===== src/hdl/trigger_inflight_tracker_assert.svh =====
// ---------------------------------------------------------------------------
// Assertion macros for the trigger in-flight tracker
// Shared implication checks, clocked on clk and quiet during reset.
// ---------------------------------------------------------------------------
`ifndef TRIGGER_INFLIGHT_TRACKER_ASSERT_SVH
`define TRIGGER_INFLIGHT_TRACKER_ASSERT_SVH

// same-cycle implication
`define TIT_ASSERT_NOW(label, a, c) \
	label: assert property (@(posedge clk) disable iff (!arst_n) (a) |-> (c)) \
		else $error("tracker check failed");

// next-cycle implication
`define TIT_ASSERT_NEXT(label, a, c) \
	label: assert property (@(posedge clk) disable iff (!arst_n) (a) |=> (c)) \
		else $error("tracker check failed");

`endif


===== src/hdl/tit_pkg.sv =====
// ---------------------------------------------------------------------------
// Trigger in-flight tracker package
// Beat types, table entry layout, codes and controller handshake structs.
// ---------------------------------------------------------------------------
package tit_pkg;

	localparam int TABLE_DEPTH_DEF = 64;

	localparam logic [1:0] KIND_DECISION = 2'd0;
	localparam logic [1:0] KIND_BUILT    = 2'd1;
	localparam logic [1:0] KIND_TOKEN    = 2'd2;
	localparam logic [1:0] KIND_NONE     = 2'd3;

	localparam logic [1:0] REG_CURRENT_RUN = 2'd0;
	localparam logic [1:0] REG_BUSY_THR    = 2'd1;
	localparam logic [1:0] REG_FREE_THR    = 2'd2;

	localparam logic [3:0] STS_ACCEPTED   = 4'd0;
	localparam logic [3:0] STS_WRONG_RUN  = 4'd1;
	localparam logic [3:0] STS_DUPLICATE  = 4'd2;
	localparam logic [3:0] STS_FULL       = 4'd3;
	localparam logic [3:0] STS_UNEXP_DONE = 4'd4;
	localparam logic [3:0] STS_PARTIAL    = 4'd5;
	localparam logic [3:0] STS_BUILT      = 4'd6;
	localparam logic [3:0] STS_UNEXP_TOK  = 4'd7;
	localparam logic [3:0] STS_PART_TOK   = 4'd8;
	localparam logic [3:0] STS_RETIRED    = 4'd9;

	typedef struct packed {
		logic [1:0]  kind;
		logic [31:0] run_id;
		logic [63:0] trigger_num;
		logic [15:0] max_seq;
		logic [31:0] record_bytes;
	} in_item_t;

	typedef struct packed {
		logic [3:0]  status;
		logic        forward_decision;
		logic        early_token;
		logic        busy_res;
		logic [6:0]  workload;
		logic [31:0] records_done;
		logic [63:0] bytes_written;
	} out_item_t;

	typedef struct packed {
		logic [31:0] run;
		logic [63:0] trig;
		logic        writing;
		logic        multi;
		logic [15:0] last_seq;
		logic [16:0] built;
		logic [16:0] written;
	} slot_t;

	typedef enum logic [1:0] {
		S_IDLE,
		S_SCAN,
		S_EXEC
	} ctl_state_t;

	typedef struct packed {
		logic load;
		logic scan_en;
		logic exec;
	} ctl_cmd_t;

	typedef struct packed {
		logic drop;
		logic direct;
		logic scan_done;
		logic out_free;
	} dp_sts_t;

endpackage


===== src/hdl/tit_ctrl.sv =====
// ---------------------------------------------------------------------------
// Tracker controller
// Sequences accept, table scan and table update for one event at a time.
// ---------------------------------------------------------------------------
module tit_ctrl (
	input  logic              clk,
	input  logic              arst_n,
	input  logic              in_valid,
	output logic              in_ready,
	input  tit_pkg::dp_sts_t  sts,
	output tit_pkg::ctl_cmd_t cmd
);

	tit_pkg::ctl_state_t state_q;
	tit_pkg::ctl_state_t state_d;

	always_ff @(posedge clk or negedge arst_n) begin
		if (!arst_n) begin
			state_q <= tit_pkg::S_IDLE;
		end else begin
			state_q <= state_d;
		end
	end

	always_comb begin
		state_d = state_q;
		case (state_q)
			tit_pkg::S_IDLE: begin
				if (in_valid) state_d = tit_pkg::S_SCAN;
			end
			tit_pkg::S_SCAN: begin
				if (sts.drop) state_d = tit_pkg::S_IDLE;
				else if (sts.direct || sts.scan_done) state_d = tit_pkg::S_EXEC;
			end
			tit_pkg::S_EXEC: begin
				if (sts.out_free) state_d = tit_pkg::S_IDLE;
			end
			default: state_d = tit_pkg::S_IDLE;
		endcase
	end

	always_comb begin
		in_ready    = 1'b0;
		cmd         = '0;
		case (state_q)
			tit_pkg::S_IDLE: begin
				in_ready = 1'b1;
				cmd.load = in_valid;
			end
			tit_pkg::S_SCAN: begin
				cmd.scan_en = 1'b1;
			end
			tit_pkg::S_EXEC: begin
				cmd.exec = sts.out_free;
			end
			default: begin
				in_ready = 1'b0;
			end
		endcase
	end

`include "trigger_inflight_tracker_assert.svh"

	`TIT_ASSERT_NEXT(a_accept_scans, in_valid && in_ready, state_q == tit_pkg::S_SCAN)
	`TIT_ASSERT_NEXT(a_drop_idles, state_q == tit_pkg::S_SCAN && sts.drop, state_q == tit_pkg::S_IDLE)
	`TIT_ASSERT_NEXT(a_exec_idles, state_q == tit_pkg::S_EXEC && sts.out_free, state_q == tit_pkg::S_IDLE)

endmodule


===== config.mk =====
export PLATFORM = sky130hd
export DESIGN_NAME = tit_ctrl
export DESIGN_NICKNAME = d
export VERILOG_FILES = /design/src/hdl/tit_pkg.sv /design/src/hdl/tit_ctrl.sv
export VERILOG_INCLUDE_DIRS = /design/src /design/src/hdl
export SDC_FILE = /design/constraint.sdc
export NUM_CORES = 1
export LEC_CHECK = 0
export BUFFER_PORTS_ARGS = -buffer_cell sky130_fd_sc_hd__buf_4
export CORE_AREA = 4 4 41 43
export DETAILED_ROUTE_END_ITERATION = 16
export DIE_AREA = 0 0 45 47
export PLACE_DENSITY = 0.35
export SLEW_MARGIN = 10
export SYNTH_ARGS = -nofsm -noshare
export SYNTH_HDL_FRONTEND = slang
export SYNTH_SLANG_ARGS = --single-unit

===== constraint.sdc =====
create_clock -name clk -period 2.3 [get_ports clk]
set_input_delay 0.23 -clock clk [delete_from_list [all_inputs] [get_ports clk]]
set_output_delay 0.23 -clock clk [all_outputs]
set_load 0.005 [all_outputs]

== Word level (Yosys, flattened, before mapping) ==
Cells that the tools add are included.

* Bits of input ports: 7
* Register bits: 2
* Bits in writable memories: 0
* ROM bits: 0
* Memories kept: 0
* Logic and storage cells: 18
* Bits in latches: 0

* Add/sub/neg operators: 0
* Muxes and demuxes: 9
* Shifts and indexed selects: 0
* Bitwise operators: 0
* Divide/modulo/power cells: 0
* Magnitude comparators: 0
* Eq/ne operators: 5
* Multipliers: 0
* Reductions and logical operators: 3

{| class="wikitable"
|+ Operators by type and width
! kind !! number
|-
| 2-to-1 mux 2 bit || 4
|-
| case mux 2 bit (3 select lines) || 1
|-
| 2-to-1 mux 1 bit || 4
|-
| != test 2 bit, second input constant || 2
|-
| != test 3 bit, second input constant || 1
|-
| AND reduction 3 bit || 1
|-
| == test 2 x 1 -> 1 bit, second input constant || 1
|-
| == test 2 bit, second input constant || 1
|-
| logical NOT 2 bit || 1
|-
| logical OR 1 bit || 1
|}

== Depth between registers and ports, before layout ==
* Depth in word-level cells: 4
* Mapped depth: 2

== Least setup slack after synthesis ==
Ideal clock, no wire load.

* Kind: reg2reg
* Start: reg state_q[0]
* End: reg state_q[0]
* Cell stages (with the launch flop): 3
* Data required time: 2.223 ns
* Arrival time: 0.905 ns
* Path slack: 1.317 ns
* Library setup time: 0.077 ns
* Cell sequence: dfrtp_1 -> or4b_1 -> a21oi_1

* Word-level cells in the longest chain between the ends: 3
* Elaborated cells on any way between the ends: 8
* Those cells by class: 5 x eq/ne; 1 x mux; 2 x reduce/logical

{| class="wikitable"
|+ RTL lines
! element !! RTL line !! text
|-
| start: declaration || tit_ctrl.sv:14 || <nowiki>tit_pkg::ctl_state_t state_q;</nowiki>
|-
| start signal: assignment || tit_ctrl.sv:19 || <nowiki>state_q <= tit_pkg::S_IDLE;</nowiki>
|-
| start signal: assignment || tit_ctrl.sv:21 || <nowiki>state_q <= state_d;</nowiki>
|-
| == test 2 x 1 -> 1 bit, or another cell as far along || tit_ctrl.sv:27 || <nowiki>case (state_q)</nowiki>
|-
| != test 3 bit (no line) / != test 2 bit (equally long branches) || -- ||
|-
| AND reduction 3 bit (no line) || -- ||
|}

Several ways; a longest one is shown, not always the timed one.
A chain may end at the register's enable or synchronous reset.

==> flow_summary.ini <==
[floorplanning]
initial_core_util = 0.0933
ioPinCount = 11
fp.dieArea_sq_um = 2120
coreArea_sq_um = 1300
dieWidth_um = 45
placement_rows = 13
fp.dieH_um = 47

[worst_setup_path]
worstPathArrival_ns = 1.03
crit_path_start = state_q[1]
last_element_of_the_critical_path = cmd[2]
critPathSlowestCell = sky130_fd_sc_hd__dfrtp_1
r2r_start = state_q[0]
setup.worst_path.end_class = output port
critPathMaxStageDelay_ns = 0.40
timing.reg2reg.setup_slack_ns = 1.21
timing_worst_setup_path_type = flop to output port
cp_cell_sequence = nor2_1 > and2_1 > buf_4
crit-reg2reg-capture = state_q[0]
critical_path_peak_fanout = 5
reg2reg_path_depth = 2
startpoint_type = flop
worst_ep_required_time_ns = 2.07

[finish]
fillers = 157
mostFrequentLayoutCells = 10 x sky130_fd_sc_hd__buf_4, 3 x sky130_fd_sc_hd__clkbuf_4, 2 x sky130_fd_sc_hd__dfrtp_1
max_flop_register = state_q
antennaDiodeCount = 0
nets = 35
area.growth.synth_to_final_pct = 104
largest_registers = state_q (2)
regArea_sq_um = 50.0
multi_input_area_sq_um = 71.3
final_layout_size_suffix_gt1_frac = 0.538
layout_commonest_cell = sky130_fd_sc_hd__buf_4
largest_register_ffs = 2
final_instance_area_sq_um = 248
finish.utilization = 0.190

[pwr]
power.combinational.fraction = 0.272
internal_power_uw = 130
power.static_leakage_nw = 0.127
pwr-share-seq = 0.273
p_clk_frac = 0.455
worst_ir_drop_vdd_mv = 0.197
netSwitchingFraction = 0.251
power_density_nw_per_um2 = 699
p_switching_uw = 43.5

[place]
detailed_place.area_sq_um = 215
finalWeightedCongestion = 0.588
hpwl_reported_at_the_end_of_detailed_placement_um = 298
place.port_buffers = 10

[clock_tree]
clkSlewWorstSetupHoldPaths_ns = 0.03
cts.hold.buffers_added = 1
tritoncts.num_buffers = 3
clockRootBuffer = sky130_fd_sc_hd__clkbuf_4
tritoncts_num_sinks = 2
cts-htree-levels = 1
cts.path.max_buffers = 2
post_cts.repair.setup_buffers = 0
clk-insertion-delay-late_ns = 0.22
cts_resized = 0
tritoncts = yes

[drt]
detailroute.via_count = 138
final_ant_viol_nets = 0
postRouteWirelength_um = 384
detail_route.first_pass.iterations = 2
avgRoutedWirePerCell_um = 9.37
vias_per_instance = 3.37
remaining_drc_errors = 0
first_iter_violations = 3

[global_routing]
grt_usage = 0.0475
pin_count_of_the_biggest_net_entering_global_routing = 7
grt_antenna_before_repair = 0
grt_first_pass_wirelength_um = 607
via_count_of_the_first_global_routing_pass = 154
total_gr_overflow = 0

[synth]
synth-seq-cells = 2
synth_cell_types = 11
postSynthAreaPerCell_sq_um = 10.1
post-synth-top-area-fraction = 0.412
syn_area_sq_um = 121
gate_count_post_synth = 12
synthesis.nets = 19
synth_largest_area_cell = sky130_fd_sc_hd__dfrtp_1
seq_area_frac_synth = 0.412
total_number_of_yosys_warnings = 0
synth_top_cells_by_area = sky130_fd_sc_hd__dfrtp_1 41%, sky130_fd_sc_hd__o21ba_2 8.2%, sky130_fd_sc_hd__or4b_1 8.2%

[timing]
clock_skew_ns = 0.00119
setup_viol = 0
min_period_over_period = 0.549
worst_max_slew_pin_slew_ns = 0.165
fin_tns_setup_ns = 0
timing.slew.headroom = 0.890
setup_repair_after_global_routing_missed_its_margin = no
timing_hold_violations_final = 0
clock.fmax_ghz = 0.792
report.final.slew_viol_count = 0
minimum_clock_period_ns = 1.26

[status]
status = finished, final reports clean

[worst_hold_path]
timing.hold.worst.class = input pin to flop

[flow_run]
max_cap_violations = 0
-- how the worst min path moves through the flow --
stage	start	slack, ns	end	depth (start not counted)
after CTS	in_valid	0.29	state_q[0]	3
after detailed placement	arst_n	0.01	state_q[0]	1
after global routing	sts[0]	0.32	state_q[1]	3
after global placement	arst_n	0.01	state_q[1]	1
final	in_valid	0.30	state_q[0]	3
after floorplan	arst_n	-0.07	state_q[0]	0
-- cell type report --
class | count | area share
well taps | 15 | 0.0758
repair buffers | 11 | 0.343
clock buffers | 3 | 0.0909
multi-input cells | 10 | 0.288
flip-flops and latches | 2 | 0.202
-- power by group through the flow --
stage / combinational (mW) / clock [mW] / sequential [mW]
final: 0.0471 / 0.0787 / 0.0473
after floorplan: 0.0183 / 0 / 0.0457
after CTS: 0.0477 / 0.0850 / 0.0470
after detailed placement: 0.0461 / 0 / 0.0474
after global placement: 0.0460 / 0 / 0.0473
after global routing: 0.0533 / 0.0851 / 0.0483
-- per-stage QoR --
| stage | instances | hold slack [ns] | total power, mW | worst slack [ns] |
|---|---|---|---|---|
| 3_5_place_dp | 37 | 0.0136 | 0.0935 | 1.19 |
| 3_3_place_gp | 37 | 0.0125 | 0.0933 | 1.20 |
| 5_1_grt | 41 | 0.323 | 0.187 | 0.970 |
| 6_report | 41 | 0.296 | 0.173 | 1.04 |
| 2_1_floorplan | 12 | -0.0656 | 0.0640 | 1.32 |
| 4_1_cts | 41 | 0.287 | 0.180 | 1.03 |
-- synth_stat cells --
master / n
sky130_fd_sc_hd__nor3b_1: 1
sky130_fd_sc_hd__and3b_1: 1
sky130_fd_sc_hd__nor2_1: 1
sky130_fd_sc_hd__a21oi_1: 1
sky130_fd_sc_hd__o21ba_2: 1
sky130_fd_sc_hd__and2_1: 1
sky130_fd_sc_hd__nand2b_1: 1
sky130_fd_sc_hd__a21o_1: 1
sky130_fd_sc_hd__nor2b_1: 1
sky130_fd_sc_hd__dfrtp_1: 2
sky130_fd_sc_hd__or4b_1: 1
-- routing by layer --
layer  vias up  track usage  routed length, um  part of all wire
li1         73            -                  -                 -
met1        51       0.0479                176              0.46
met2        12       0.0537                124              0.32
met3         2       0.0192                 67              0.17
met4         0       0.0877                 15             0.039
met5         -            0                  0                 0
-- worst max-delay path, delay by kind of cell (launching register included) --
kind,cells,cell delay [ns]
buf+inv,1,0.10
flops,1,0.40
simple gates,2,0.30
-- cells by family (layout without fill, tap and decap cells) --
family	count (synthesis)	after routing	share of synthesized area
DFF	2	2	0.412
and+or+nand+nor	7	7	0.402
buffers and inverters	0	14	0
AOI/OAI and AO/OA	3	3	0.186
Power figures use the tool's default switching activity.
